$ cat config.mk
export PLATFORM = sky130hd
export DESIGN_NAME = tick_calendar_clock_core
export DESIGN_NICKNAME = d
export VERILOG_FILES = /design/src/tcc_pkg.sv /design/src/tcc_calendar.sv /design/src/tcc_timebase.sv /design/src/tick_calendar_clock_core.sv
export SDC_FILE = /design/constraint.sdc
export NUM_CORES = 1
export LEC_CHECK = 0
export BUFFER_PORTS_ARGS = -buffer_cell sky130_fd_sc_hd__buf_2
export CAP_MARGIN = 20
export CORE_ASPECT_RATIO = 0.75
export CORE_MARGIN = 5
export CORE_UTILIZATION = 45
export CTS_BUF_LIST = sky130_fd_sc_hd__clkbuf_8
export CTS_CLUSTER_DIAMETER = 50
export DETAILED_ROUTE_END_ITERATION = 10
export PLACE_DENSITY = 0.72
export SYNTH_ARGS = -nofsm -noshare
export SYNTH_HDL_FRONTEND = slang
export SYNTH_SLANG_ARGS = --single-unit
export TNS_END_PERCENT = 50
$ cat constraint.sdc
create_clock -name clock -period 15.7 [get_ports clock]
set_input_delay 2.355 -clock clock [delete_from_list [all_inputs] [get_ports clock]]
set_output_delay 2.355 -clock clock [all_outputs]
set_load 0.01 [all_outputs]
$ cat src/tcc_pkg.sv
// shared types, constants and a helper function for the tick calendar clock
package tcc_pkg;

   localparam int TICK_MS = 10;

   localparam int YEAR_W     = 14;
   localparam int MONTH_W    = 4;
   localparam int DAY_W      = 5;
   localparam int HOUR_W     = 5;
   localparam int MINUTE_W   = 6;
   localparam int SECOND_W   = 6;
   localparam int MILLI_W    = 10;
   localparam int UPTIME_W   = 32;
   localparam int INTERVAL_W = 18;
   localparam int CFG_W      = 16;
   localparam int CSR_IDX_W  = 1;

   localparam logic OP_TICK = 1'b0;
   localparam logic OP_SET  = 1'b1;

   localparam logic [CSR_IDX_W-1:0] CSR_MIN_QUANTUM  = 1'd0;
   localparam logic [CSR_IDX_W-1:0] CSR_SCHED_PERIOD = 1'd1;

   localparam logic [CFG_W-1:0] MIN_QUANTUM_RST  = 16'd0;
   localparam logic [CFG_W-1:0] SCHED_PERIOD_RST = 16'd10;

   localparam logic [MILLI_W:0]    MS_PER_SEC  = 11'd1000;
   localparam logic [MILLI_W-1:0]  MILLI_MAX   = 10'd999;
   localparam logic [MILLI_W:0]    TICK_MILLI  = 11'(TICK_MS);
   localparam logic [UPTIME_W-1:0] TICK_UPTIME = 32'(TICK_MS);
   localparam logic [INTERVAL_W-1:0] TICK_INTERVAL = 18'(TICK_MS);
   localparam logic [SECOND_W-1:0] SEC_PER_MIN = 6'd60;
   localparam logic [MINUTE_W-1:0] MIN_PER_HOUR = 6'd60;
   localparam logic [HOUR_W-1:0]   HOUR_PER_DAY = 5'd24;
   localparam logic [MONTH_W-1:0]  MONTH_LAST  = 4'd12;

   // reciprocal of 25 for the century test, exact for 14-bit years
   localparam int RECIP25_SHIFT = 17;
   localparam logic [12:0] RECIP25 = 13'd5243;

   localparam logic [YEAR_W-1:0]  YEAR_RST  = 14'd2000;
   localparam logic [MONTH_W-1:0] MONTH_RST = 4'd1;
   localparam logic [DAY_W-1:0]   DAY_RST   = 5'd1;

   typedef struct packed {
      logic [YEAR_W-1:0]   year;
      logic [MONTH_W-1:0]  month;
      logic [DAY_W-1:0]    day;
      logic [HOUR_W-1:0]   hour;
      logic [MINUTE_W-1:0] minute;
      logic [SECOND_W-1:0] second;
      logic [MILLI_W-1:0]  milli;
   } cal_type;

   localparam cal_type CAL_RST = '{
      year: YEAR_RST, month: MONTH_RST, day: DAY_RST,
      hour: '0, minute: '0, second: '0, milli: '0
   };

   function automatic logic [DAY_W-1:0] month_len(input logic [MONTH_W-1:0] month,
                                                  input logic leap);
      logic [DAY_W-1:0] len;
      unique case (month)
         4'd1:    len = 5'd31;
         4'd2:    len = leap ? 5'd29 : 5'd28;
         4'd3:    len = 5'd31;
         4'd4:    len = 5'd30;
         4'd5:    len = 5'd31;
         4'd6:    len = 5'd30;
         4'd7:    len = 5'd31;
         4'd8:    len = 5'd31;
         4'd9:    len = 5'd30;
         4'd10:   len = 5'd31;
         4'd11:   len = 5'd30;
         4'd12:   len = 5'd31;
         default: len = 5'd31;
      endcase
      return len;
   endfunction

endpackage

$ cat src/tcc_calendar.sv
// next calendar value for one tick or set item
module tcc_calendar import tcc_pkg::*; (
   input  logic    op,
   input  cal_type cur,
   input  cal_type load,
   output cal_type nxt
);

   logic [YEAR_W+12:0]  recip_prod;
   logic [MILLI_W-1:0]  century_q;
   logic [YEAR_W:0]     century_back;
   logic                div25;
   logic                leap;
   logic [MILLI_W:0]    milli_sum;
   logic [SECOND_W-1:0] sec_inc;
   logic [MINUTE_W-1:0] min_inc;
   logic [HOUR_W-1:0]   hour_inc;
   logic [DAY_W-1:0]    day_inc;
   logic [MONTH_W-1:0]  month_inc;
   logic [DAY_W-1:0]    len;

   assign recip_prod   = {13'd0, cur.year} * {14'd0, RECIP25};
   assign century_q    = recip_prod[RECIP25_SHIFT +: MILLI_W];
   assign century_back = 15'({5'd0, century_q} * 15'd25);
   assign div25        = (century_back == {1'b0, cur.year});
   assign leap         = (cur.year[1:0] == 2'd0) && (!div25 || (cur.year[3:0] == 4'd0));
   assign len          = month_len(cur.month, leap);

   assign milli_sum = {1'b0, cur.milli} + TICK_MILLI;
   assign sec_inc   = cur.second + 6'd1;
   assign min_inc   = cur.minute + 6'd1;
   assign hour_inc  = cur.hour + 5'd1;
   assign day_inc   = cur.day + 5'd1;
   assign month_inc = cur.month + 4'd1;

   always_comb begin
      nxt = cur;
      if (op == OP_SET) begin
         nxt = load;
         if (load.milli > MILLI_MAX) begin
            nxt.milli = MILLI_MAX;
         end
      end else begin
         nxt.milli = milli_sum[MILLI_W-1:0];
         if (milli_sum >= MS_PER_SEC) begin
            nxt.milli  = 10'(milli_sum - MS_PER_SEC);
            nxt.second = sec_inc;
            if (sec_inc >= SEC_PER_MIN) begin
               nxt.second = '0;
               nxt.minute = min_inc;
               if (min_inc >= MIN_PER_HOUR) begin
                  nxt.minute = '0;
                  nxt.hour   = hour_inc;
                  if (hour_inc >= HOUR_PER_DAY) begin
                     nxt.hour = '0;
                     nxt.day  = day_inc;
                     if (day_inc > len) begin
                        nxt.day   = DAY_RST;
                        nxt.month = month_inc;
                        if (month_inc > MONTH_LAST || month_inc == 4'd0) begin
                           nxt.month = MONTH_RST;
                           nxt.year  = cur.year + 14'd1;
                        end
                     end
                  end
               end
            end
         end
      end
   end

endmodule

$ cat src/tcc_timebase.sv
// uptime and scheduler interval counters
module tcc_timebase import tcc_pkg::*; (
   input  logic                  op,
   input  logic [UPTIME_W-1:0]   uptime,
   input  logic [INTERVAL_W-1:0] interval,
   input  logic [CFG_W-1:0]      min_quantum,
   input  logic [CFG_W-1:0]      sched_period,
   output logic [UPTIME_W-1:0]   uptime_nxt,
   output logic [INTERVAL_W-1:0] interval_nxt,
   output logic                  pulse
);

   logic [CFG_W:0]        threshold;
   logic [INTERVAL_W-1:0] interval_sum;

   assign threshold    = {1'b0, min_quantum} + {1'b0, sched_period};
   assign interval_sum = interval + TICK_INTERVAL;

   always_comb begin
      uptime_nxt   = uptime;
      interval_nxt = interval;
      pulse        = 1'b0;
      if (op == OP_TICK) begin
         uptime_nxt   = uptime + TICK_UPTIME;
         interval_nxt = interval_sum;
         if (interval_sum >= 18'(threshold)) begin
            interval_nxt = '0;
            pulse        = 1'b1;
         end
      end
   end

endmodule

$ cat src/tick_calendar_clock_core.sv
// top level of the tick calendar clock: input stage, state, result stage
// Each item (a tick or a calendar set) is taken into the input register and
// moves on into the result register once that is empty or being taken, so
// the result sits on the result ports until the receiver takes it. A new
// item is taken every cycle while the result side does not stall; the
// calendar carry chain and the leap-year test (one small multiply by the
// reciprocal of 25) sit in the single stage between the input register and
// the calendar/result registers, which sets the clock period. Configuration
// writes are always ready and take effect on the next tick.
module tick_calendar_clock_core import tcc_pkg::*; (
   input  logic                  clock,
   input  logic                  reset,
   input  logic                  req_valid,
   output logic                  req_ready,
   input  logic                  req_operation,
   input  logic [YEAR_W-1:0]     req_new_year,
   input  logic [MONTH_W-1:0]    req_new_month,
   input  logic [DAY_W-1:0]      req_new_day,
   input  logic [HOUR_W-1:0]     req_new_hour,
   input  logic [MINUTE_W-1:0]   req_new_minute,
   input  logic [SECOND_W-1:0]   req_new_second,
   input  logic [MILLI_W-1:0]    req_new_milli,
   output logic                  rsp_valid,
   input  logic                  rsp_ready,
   output logic [YEAR_W-1:0]     rsp_year,
   output logic [MONTH_W-1:0]    rsp_month,
   output logic [DAY_W-1:0]      rsp_day,
   output logic [HOUR_W-1:0]     rsp_hour,
   output logic [MINUTE_W-1:0]   rsp_minute,
   output logic [SECOND_W-1:0]   rsp_second,
   output logic [MILLI_W-1:0]    rsp_milli,
   output logic [UPTIME_W-1:0]   rsp_uptime_ms,
   output logic                  rsp_schedule_now,
   input  logic                  csr_valid,
   output logic                  csr_ready,
   input  logic [CSR_IDX_W-1:0]  csr_index,
   input  logic [CFG_W-1:0]      csr_wdata
);

   logic                  in_valid_ff;
   logic                  in_op_ff;
   cal_type               in_cal_ff;
   cal_type               cal_ff, cal_in;
   logic [UPTIME_W-1:0]   uptime_ff, uptime_in;
   logic [INTERVAL_W-1:0] interval_ff, interval_in;
   logic [CFG_W-1:0]      min_quantum_ff, sched_period_ff;
   logic                  out_valid_ff;
   cal_type               out_cal_ff;
   logic [UPTIME_W-1:0]   out_uptime_ff;
   logic                  out_sched_ff;
   logic                  pulse;
   logic                  advance;
   cal_type               req_cal;

   assign advance   = in_valid_ff && (!out_valid_ff || rsp_ready);
   assign req_ready = !in_valid_ff || advance;
   assign csr_ready = 1'b1;

   assign req_cal = '{
      year: req_new_year, month: req_new_month, day: req_new_day,
      hour: req_new_hour, minute: req_new_minute, second: req_new_second,
      milli: req_new_milli
   };

   tcc_calendar u_calendar (
      .op   (in_op_ff),
      .cur  (cal_ff),
      .load (in_cal_ff),
      .nxt  (cal_in)
   );

   tcc_timebase u_timebase (
      .op           (in_op_ff),
      .uptime       (uptime_ff),
      .interval     (interval_ff),
      .min_quantum  (min_quantum_ff),
      .sched_period (sched_period_ff),
      .uptime_nxt   (uptime_in),
      .interval_nxt (interval_in),
      .pulse        (pulse)
   );

   always_ff @(posedge clock) begin
      if (reset) begin
         in_valid_ff <= 1'b0;
      end else if (req_ready) begin
         in_valid_ff <= req_valid;
      end
   end

   always_ff @(posedge clock) begin
      if (req_valid && req_ready) begin
         in_op_ff  <= req_operation;
         in_cal_ff <= req_cal;
      end
   end

   always_ff @(posedge clock) begin
      if (reset) begin
         min_quantum_ff  <= MIN_QUANTUM_RST;
         sched_period_ff <= SCHED_PERIOD_RST;
      end else if (csr_valid && csr_ready) begin
         unique case (csr_index)
            CSR_MIN_QUANTUM:  min_quantum_ff  <= csr_wdata;
            CSR_SCHED_PERIOD: sched_period_ff <= csr_wdata;
            default: ;
         endcase
      end
   end

   always_ff @(posedge clock) begin
      if (reset) begin
         cal_ff      <= CAL_RST;
         uptime_ff   <= '0;
         interval_ff <= '0;
      end else if (advance) begin
         cal_ff      <= cal_in;
         uptime_ff   <= uptime_in;
         interval_ff <= interval_in;
      end
   end

   always_ff @(posedge clock) begin
      if (reset) begin
         out_valid_ff <= 1'b0;
      end else if (advance) begin
         out_valid_ff <= 1'b1;
      end else if (rsp_ready) begin
         out_valid_ff <= 1'b0;
      end
   end

   always_ff @(posedge clock) begin
      if (advance) begin
         out_cal_ff    <= cal_in;
         out_uptime_ff <= uptime_in;
         out_sched_ff  <= pulse;
      end
   end

   assign rsp_valid        = out_valid_ff;
   assign rsp_year         = out_cal_ff.year;
   assign rsp_month        = out_cal_ff.month;
   assign rsp_day          = out_cal_ff.day;
   assign rsp_hour         = out_cal_ff.hour;
   assign rsp_minute       = out_cal_ff.minute;
   assign rsp_second       = out_cal_ff.second;
   assign rsp_milli        = out_cal_ff.milli;
   assign rsp_uptime_ms    = out_uptime_ff;
   assign rsp_schedule_now = out_sched_ff;

endmodule

After elaboration in Yosys (flattened, before gate mapping) --
Cells that the tools add are included.
Storage, ports and cells: flip-flop bits (word level) 268, word-level logic and storage cells 92, input port bits 73
Cells by class: multiplexer cells 15, order comparisons 8, $mul 2, bitwise operators 2, reductions and logical operators 18, equal/unequal tests 6, add/sub/neg operators 11
Operator list (number):
- $mux 50 | 2
- $mux 40 | 1
- $mux 18 | 2
- $mux 34 | 1
- $add 32x4->32 const B | 1
- $mux 32 | 1
- $mux 28 | 1
- $mul 14x13->27 const B | 1
- $mux 23 | 1
- $add 18x4->18 const B | 1
- $ge 18x17->1 | 1
- $add 16x16->17 | 1
- $eq 15x14->1 | 1
- $mul 10x5->15 const B | 1
- $add 14x1->14 const B | 1
- $add 6x1->6 const B | 2
- $ge 6x6->1 const B | 2
- $add 10x4->11 const B | 1
- $ge 11x10->1 const B | 1
- $add 5x1->5 const B | 2
- $gt 10x10->1 const B | 1
- $mux 10 | 1
- $pmux 5 s2 | 1
- $sub 10x10->10 const B | 1
- other kinds (17) | 33

Logic depth before layout (Yosys ltp) --
Gate-level depths: netlist of the first run.
word-level depth 15, gate-level depth with buffers 45, mapped depth without buffers 42

Cells and area by module --
From an unflattened synthesis of the first run, not the netlist that was laid out.
Second synthesis, totals: cells, all modules 1879, area, all modules 18676.7 µm²
By module, submodules not included:
- tick_calendar_clock_core | instances 1, cells each 722, area an instance 9740.6 µm², seq. area each 6706.4 µm²
- tcc_calendar | instances 1, cells each 828, area an instance 6673.9 µm², seq. area each 0.0 µm²
- tcc_timebase | instances 1, cells each 329, area an instance 2262.2 µm², seq. area each 0.0 µm²

Worst setup path after synthesis of the first run --
Ideal clock, no wire load.
path type register -> register, start register cal_ff[47] in the netlist's numbering, end register out_cal_ff, in the netlist rsp_year[4] (data pin), slack 5.804 ns, stages on the path, launching flop included 44, period minus slack after synthesis 9.896 ns, path buffers 1, library setup time 0.260 ns, data arrival time 9.636 ns, data required time 15.440 ns, cells stage by stage dfxtp_1 > inv_1 > fa_1 > inv_1 > ha_1 > inv_1 > fa_1 > inv_1 > fa_1 > inv_1 > fa_1 > inv_1 > ha_1 > nor2_1 > o21bai_1 > and4_1 > a21o_1 > or2_2 > [... 8 more ...] > and3_1 > a221o_1 > o22ai_1 > o21bai_1 > a21oi_1 > xnor2_1 > a2111oi_0 > a31oi_1 > ha_1 > nor2b_1 > a2bb2oi_1 > o211ai_1 > a21oi_2 > o2111a_1 > buf_2 > nand4_1 > xnor2_1 > mux2_2
RTL lines:
- from (decl) | RTL line tick_calendar_clock_core.sv:43 | cal_type cal_ff, cal_in;
- from (signal assigned) | RTL line tick_calendar_clock_core.sv:117 | cal_ff <= cal_in;
- to (signal assigned) | RTL line tick_calendar_clock_core.sv:135 | out_cal_ff <= cal_in;
- to (decl) | RTL line tick_calendar_clock_core.sv:48 | cal_type out_cal_ff;

==> qor.yml, run 1 <==
yosys:
  yosys_warnings: 0
  yosysSeqAreaShare_pct: 37.0
  yosys.area.top_type: "edfxtp_1"
  synth_seq_cells: 265
  syn_area_um2: 17900
  synth_cell_types: 91
  netlist.area_leader.share_pct: 22.3
  synth_nets: 2192
  syn_inst: 1859
  syn_avg_cell_area_um2: 9.65
  synth_ff_type: "edfxtp_1"
  ys_async_sr_fraction_pct: 0
  synth_edf_count: 133
  ys_top_cells_by_area: "edfxtp_1 22%, dfxtp_1 15%, ha_1 13%, fa_1 7.7%, nand2_1 3.8%"
clocking:
  htreeDepth: 2
  postCtsSetupBuffers: 0
  cts.clk_slew.worst_paths_ns: 0.07
  cts_root_buf: "clkbuf_8"
  clockBufferDepth: 3
  cts_tree: "done"
  insertion_delay_ns: 0.58
  cts_buffers: 45
  cts_sinks: 265
  hold_buffers: 0
  postCtsResizedCells: 0
floorplan:
  die_y_um: 183
  num_rows: 63
  core_area_um2: 39500
  initial_core_util_pct: 45.4
  die_w_um: 241
  die_area_um2: 44000
  io_pins: 159
final_layout:
  area_growth_pct: 11.7
  antenna_cells: 0
  final_layout_size_suffix_gt1_share_pct: 14.2
  n_fill_cell: 3528
  layout.nets: 2328
  post-route-cell-area_um2: 20000
  fin_util_pct: 50.8
grt:
  grt_max_degree: 92
  grt_pass1_vias: 14200
  grt_util_met3_pct: 3.61
  met2_usage_pct: 32.5
  overflow: 0
  antenna_found_initial: 0
  gr-usage-all-layers_pct: 20.8
  gr-usage-met1_pct: 30.5
  grt_pass1_wl_mm: 75.0
  busiest_layer: "met2"
drt:
  detail-route-antenna-nets: 0
  drt-pass1-iter-count: 7
  drc: 0
  viasPerCell: 5.59
  drt-initial-drc-count: 1213
  drt-total-wl_mm: 46.2
  via_count: 14255
  wl_per_cell_um: 18.1
critical_path:
  worstPathArrival_ns: 11.92
  cp-start-kind: "flip-flop"
  cp_max_fo: 18
  path_buf_inv: 6
  cp.required_ns: 16.04
  cp_slowest_stage_delay_ns: 0.71
  end_kind: "flip-flop"
  path_class: "reg2reg"
  path_delay_family: "compound AO/OA/AOI/OAI gates"
  cpMaxStageDelayCell: "o2111a_1"
timing:
  grt_setup_unrepaired: "false"
  setup_viol: 0
  maxSlewHeadroom_pct: 37.7
  drv_slew: 0
  max_freq_mhz: 86.4
  clock_skew_ns: 0.0180
  fin_crit_sh_pct: 73.8
  setup_ws_ns: 4.12
  fin_tns_setup_ns: 0
  finalHoldViolations: 0
  tightestPinTransition_ns: 0.930
  hold_slack_ns: 0.462
  period_needed_ns: 11.58
place:
  preCtsSetupSlack_ns: 4.26
  place_area_um2: 19200
  routabilityCongestion: 0.970
  hpwl_mm: 33.7
  port_buffers: 156
power_and_ir_drop:
  p_leak_nw: 8.61
  ir_drop_v: 0.000545
  p_per_area_nw_per_um2: 202
run_status:
  outcome: "finished clean"
job:
  cap_viol_max_count: 0
min_path:
  holdCritPathClass: "reg2reg"
[metal layers]
metal	part of all wire (%)	up-vias	wire, um
li1	-	6849	-
met3	6.2	71	2850
met4	1.8	0	818
met1	47	6907	21900
met5	0	-	0
met2	45	428	20600
[flip-flops by register name, summed over array words and instances (netlist names)]
| register | flops |
|---|---|
| rsp_schedule_now | 1 |
| rsp_uptime_ms | 31 |
| uptime_ff | 31 |
| sched_period_ff | 16 |
| rsp_day | 5 |
| rsp_month | 4 |
| rsp_minute | 6 |
| rsp_year | 14 |
| in_cal_ff | 50 |
| rsp_valid | 1 |
| interval_ff | 17 |
| in_op_ff | 1 |
| rsp_second | 6 |
| cal_ff | 50 |
| rsp_hour | 5 |
| min_quantum_ff | 16 |
| rsp_milli | 10 |
| in_valid_ff | 1 |
[worst paths after layout]
path | start | to | slack (ns) | depth (start not counted)
max reg2reg | cal_ff[42]$_SDFFE_PP1P_ | rsp_year[4]$_DFFE_PP_ | 4.12 | 41
max | cal_ff[42]$_SDFFE_PP1P_ | rsp_year[4]$_DFFE_PP_ | 4.12 | 41
min | min_quantum_ff[10]$_SDFFE_PP0P_ | min_quantum_ff[10]$_SDFFE_PP0P_ | 0.46 | 2
min reg2reg | min_quantum_ff[10]$_SDFFE_PP0P_ | min_quantum_ff[10]$_SDFFE_PP0P_ | 0.46 | 2
[through the flow]
| step | instances | power (mW) |
|---|---|---|
| 2_1_floorplan | 1859 | 2.79 |
| 3_3_place_gp | 2467 | 3.37 |
| 3_5_place_dp | 2468 | 3.39 |
| 4_1_cts | 2552 | 4.04 |
| 5_1_grt | 2552 | 4.44 |
| 6_report | 2552 | 4.05 |
[placed cells by master, fill, tap and decap left out, types with 16 or more instances in the layout]
| cell type | instances |
|---|---|
| nand4_1 | 36 |
| xor2_1 | 59 |
| a21oi_1 | 116 |
| buf_2 | 155 |
| inv_1 | 172 |
| edfxtp_1 | 133 |
| nor3_1 | 32 |
| xnor2_1 | 73 |
| o21ai_0 | 72 |
| fa_1 | 69 |
| a21o_1 | 20 |
| ha_1 | 191 |
| and3_1 | 34 |
| dfxtp_1 | 132 |
| nand2_1 | 181 |
| nand3_1 | 55 |
| clkbuf_8 | 49 |
| buf_4 | 16 |
| a31oi_1 | 17 |
| nor2_1 | 116 |
| or3_1 | 18 |
[area by class of cell]
| class | count | area [um^2] | share of cell area (%) |
|---|---|---|---|
| Tap cell | 520 | 651 | 3.25 |
| Multi-Input combinational cell | 1349 | 10400 | 51.8 |
| Clock buffer | 49 | 674 | 3.36 |
| Sequential cell | 265 | 6640 | 33.1 |
| Inverter | 163 | 617 | 3.08 |
| Timing Repair Buffer | 171 | 896 | 4.47 |
| Clock inverter | 35 | 199 | 0.992 |
[synth_stat cells (6+ instances only)]
| master | instances |
|---|---|
| nor2b_1 | 15 |
| edfxtp_1 | 133 |
| clkbuf_1 | 61 |
| and2_1 | 14 |
| buf_1 | 9 |
| a211oi_1 | 6 |
| o22ai_1 | 9 |
| or3_1 | 18 |
| xor2_1 | 59 |
| o211ai_1 | 7 |
| and3_1 | 34 |
| inv_1 | 163 |
| a32o_1 | 7 |
| dfxtp_1 | 132 |
| nor2_1 | 117 |
| and4_1 | 6 |
| ha_1 | 191 |
| a2111oi_0 | 6 |
| fa_1 | 69 |
| o41ai_1 | 8 |
| buf_2 | 8 |
| nor4_1 | 15 |
| a311oi_1 | 6 |
| a21oi_1 | 116 |
| mux2i_1 | 8 |
| xnor2_1 | 73 |
| o21ai_0 | 72 |
| o31ai_1 | 11 |
| nand3_1 | 55 |
| nor3_1 | 33 |
| nand2b_1 | 14 |
| mux2_2 | 10 |
| a21boi_0 | 6 |
| a31oi_1 | 17 |
| o21a_1 | 10 |
| a31o_2 | 7 |
| nand4_1 | 36 |
| nand2_1 | 181 |
| a21o_1 | 20 |
[kinds of logic after synthesis]
family                   Yosys count  synth area share (%)
other                              2                0.0418
multiplexers                      18                  1.07
AO/OA/AOI/OAI                    369                  13.6
flip-flops                       265                  37.0
adder cells (fa/ha/maj)          261                  21.1
buffers and inverters            245                  5.27
XOR/XNOR                         133                  6.53
AND/OR/NAND/NOR                  566                  15.4
[report_power, final]
part / internal (mW) / leakage (nW) / switching, mW / total [mW]
clock: 0.309 / 0.490 / 0.303 / 0.612
combinational: 1.17 / 5.79 / 1.49 / 2.65
sequential: 0.761 / 2.33 / 0.0275 / 0.788
[worst reg2reg max path, delay by kind of cell (launching register included)]
kind | cells | cell delay, ns
AOI/OAI and AO/OA | 16 | 4.35
xor gates and xnor gates | 3 | 0.45
adders and majority gates | 11 | 4.31
buffers and inverters | 6 | 0.48
DFF | 1 | 0.60
and+or+nand+nor | 4 | 0.87
muxes | 1 | 0.27
(Power assumes the default switching activity.)
==> run 2: changes to the inputs <==
Settings changed: PLACE_DENSITY 0.72 to 0.74.
Clock period 15.7 ns to 10.1 ns, I/O delays scaled along.
==> qor.yml, run 2 (synthesized netlist as in run 1, its figures left out) <==
critical_path:
  rr_startpoint: "cal_ff[47]$_SDFFE_PP0P_"
  cpMostUsedCell: "fa_1"
  worstPathArrival_ns: 10.08  # -1.84 ns
  r2r_end: "rsp_year[4]$_DFFE_PP_"
  cp_max_fo: 7  # -11
  path_delay_family: "adder cells"
  r2r_cells: 40  # -2.4%
  cp.required_ns: 10.43  # -5.61 ns
  path_buf_inv: 6  # unchanged
  cp_slowest_stage_delay_ns: 0.53  # -0.18 ns
  end_kind: "flip-flop"
  path_class: "reg2reg"
  cp-start-kind: "flip-flop"
  rrSetupSlack_ns: 0.35  # -3.77 ns
  cpMaxStageDelayCell: "fa_1"
drt:
  drc: 0  # unchanged
  drt-initial-drc-count: 1096  # -9.6%
  detail-route-antenna-nets: 0  # unchanged
  drt-total-wl_mm: 47.2  # +2.3%
  wl_per_cell_um: 18.2  # +0.34%
  via_count: 14491  # +1.7%
  drt-pass1-iter-count: 5  # -2
  viasPerCell: 5.57  # -0.26%
final_layout:
  layout.nets: 2379  # +2.2%
  fin_util_pct: 52.3  # +1.6 points
  post-route-cell-area_um2: 20700  # +3.1%
  antenna_cells: 0  # unchanged
  area_growth_pct: 15.2
  finalNonFillerCells: 2601  # +1.9%
  final_layout_size_suffix_gt1_share_pct: 17.7  # +3.5 points
  mostFrequentLayoutCell: "ha_1"
  reg.largest.list: "cal_ff: 50 flops, in_cal_ff: 50 flops"
  layout_common_cells: "186 x ha_1, 181 x nand2_1, 168 x inv_1"
timing:
  setup_viol: 0  # unchanged
  max_freq_mhz: 103  # +19%
  period_needed_ns: 9.75  # -1.83 ns
  clock_skew_ns: 0.0290  # +0.0110 ns
  fin_tns_setup_ns: 0  # unchanged
  finalHoldViolations: 0  # unchanged
  fin_crit_sh_pct: 96.5  # +23 points
  tightestPinTransition_ns: 1.08  # +0.149 ns
  maxSlewHeadroom_pct: 28.0  # -9.8 points
  drv_slew: 0  # unchanged
place:
  routabilityCongestion: 0.919  # -5.2%
  dp_cells: 2508  # +1.6%
  port_buffers: 156  # unchanged
  place_area_um2: 19500  # +1.7%
  hpwl_mm: 34.5  # +2.3%
power_and_ir_drop:
  ir_drop_v: 0.000654  # +20%
  total_power_mw: 6.64  # +64%
  switching_power_mw: 2.87  # +58%
  p_leak_nw: 8.90  # +3.4%
  p_int_mw: 3.76  # +68%
  p_seq_share_pct: 18.4  # -1.0 points
  power_frac_comb_pct: 66.8  # +1.3 points
  p_clk_share_pct: 14.8  # -0.3 points
  swShare_pct: 43.3  # -1.6 points
  p_per_area_nw_per_um2: 321  # +59%
floorplan:
  die_area_um2: 44000  # unchanged
  core_area_um2: 39500  # unchanged
  io_pins: 159  # unchanged
  die_w_um: 241  # unchanged
  die_y_um: 183  # unchanged
  num_rows: 63  # unchanged
  initial_core_util_pct: 45.4  # unchanged
grt:
  grt_pass1_wl_mm: 74.9  # about the same
  grt_pass1_vias: 14240  # +0.28%
  grt_max_degree: 85  # -7.6%
  overflow: 0  # unchanged
  gr-usage-all-layers_pct: 20.8  # about the same
  antenna_found_initial: 0  # unchanged
clocking:
  clockBufferDepth: 3  # unchanged
  cts_sinks: 265  # unchanged
  cts_tree: "done"
  cts_buffers: 45  # unchanged
  hold_buffers: 0  # unchanged
  htreeDepth: 2  # unchanged
  cts.clk_slew.worst_paths_ns: 0.06  # about the same
  insertion_delay_ns: 0.59  # about the same
  cts_root_buf: "clkbuf_8"
min_path:
  holdCritPathClass: "reg2reg"
  hold-path-endpoint: "min_quantum_ff[10]$_SDFFE_PP0P_"
  hp-start: "min_quantum_ff[10]$_SDFFE_PP0P_"
  hold_depth: 2  # unchanged
job:
  cap_viol_max_count: 0  # unchanged
run_status:
  outcome: "finished clean"
run 2: power groups by stage:
| stage | sequential (mW) | combinational, mW | clock [mW] |
|---|---|---|---|
| global route | 1.22 | 4.97 | 1.05 |
| finish | 1.22 | 4.43 | 0.982 |
| global placement | 1.24 | 4.08 | 0 |
| detailed placement | 1.24 | 4.16 | 0 |
| floorplan | 1.24 | 3.09 | 0 |
| CTS | 1.22 | 4.20 | 1.00 |
run 2: worst min-delay path: stages (launching register included):
cell and delay (ns):
dfxtp_1 0.31, nand2_1 0.05, a21oi_1 0.05
run 2: what timing repair did:
| action | 4_1_cts | 5_1_grt |
|---|---|---|
| resized for setup | 7 | 45 |
| setup buffers | 0 | 10 |
| pin swaps | 0 | 18 |
| cloned | 0 | 1 |
| setup endpoints to repair | 17 | 40 |
run 2: per-stage QoR:
step	hold slack [ns]	worst slack, ns
2_1_floorplan	0.440	0.204
3_3_place_gp	0.447	0.180
3_5_place_dp	0.453	-0.134
4_1_cts	0.463	0.0294
5_1_grt	0.473	-0.0560
6_report	0.465	0.351
run 2: how the worst max path moves through the flow:
stage | startpoint | endpoint | slack [ns] | depth (start not counted)
3_3_place_gp | cal_ff[46]$_SDFFE_PP1P_ | rsp_year[5]$_DFFE_PP_ | 0.18 | 39
2_1_floorplan | cal_ff[47]$_SDFFE_PP0P_ | rsp_year[4]$_DFFE_PP_ | 0.20 | 43
3_5_place_dp | cal_ff[48]$_SDFFE_PP0P_ | rsp_year[5]$_DFFE_PP_ | -0.13 | 39
5_1_grt | cal_ff[41]$_SDFFE_PP0P_ | rsp_year[4]$_DFFE_PP_ | -0.06 | 42
4_1_cts | cal_ff[43]$_SDFFE_PP1P_ | cal_ff[35]$_SDFFE_PP0P_ | 0.03 | 40
6_report | cal_ff[47]$_SDFFE_PP0P_ | rsp_year[4]$_DFFE_PP_ | 0.35 | 40
run 2: cell type report:
type                       instances  area (um^2)
inverter                         163          622
timing repair buffer             222         1330
sequential                       265         6660
clock buffer                      48          661
clock inverter                    34          233
tap                              520          651
multi-input combinational       1349        10500
fill                            3479        18800
run 2: per-layer routing:
layer	routed length [um]	up-vias	share of wire (%)	track usage (%)
met1	21800	6933	46	30.3
met4	1040	0	2.2	4.99
met2	21000	535	44	32.6
li1	-	6949	-	-
met3	3390	74	7.2	3.40
met5	0	-	0	0
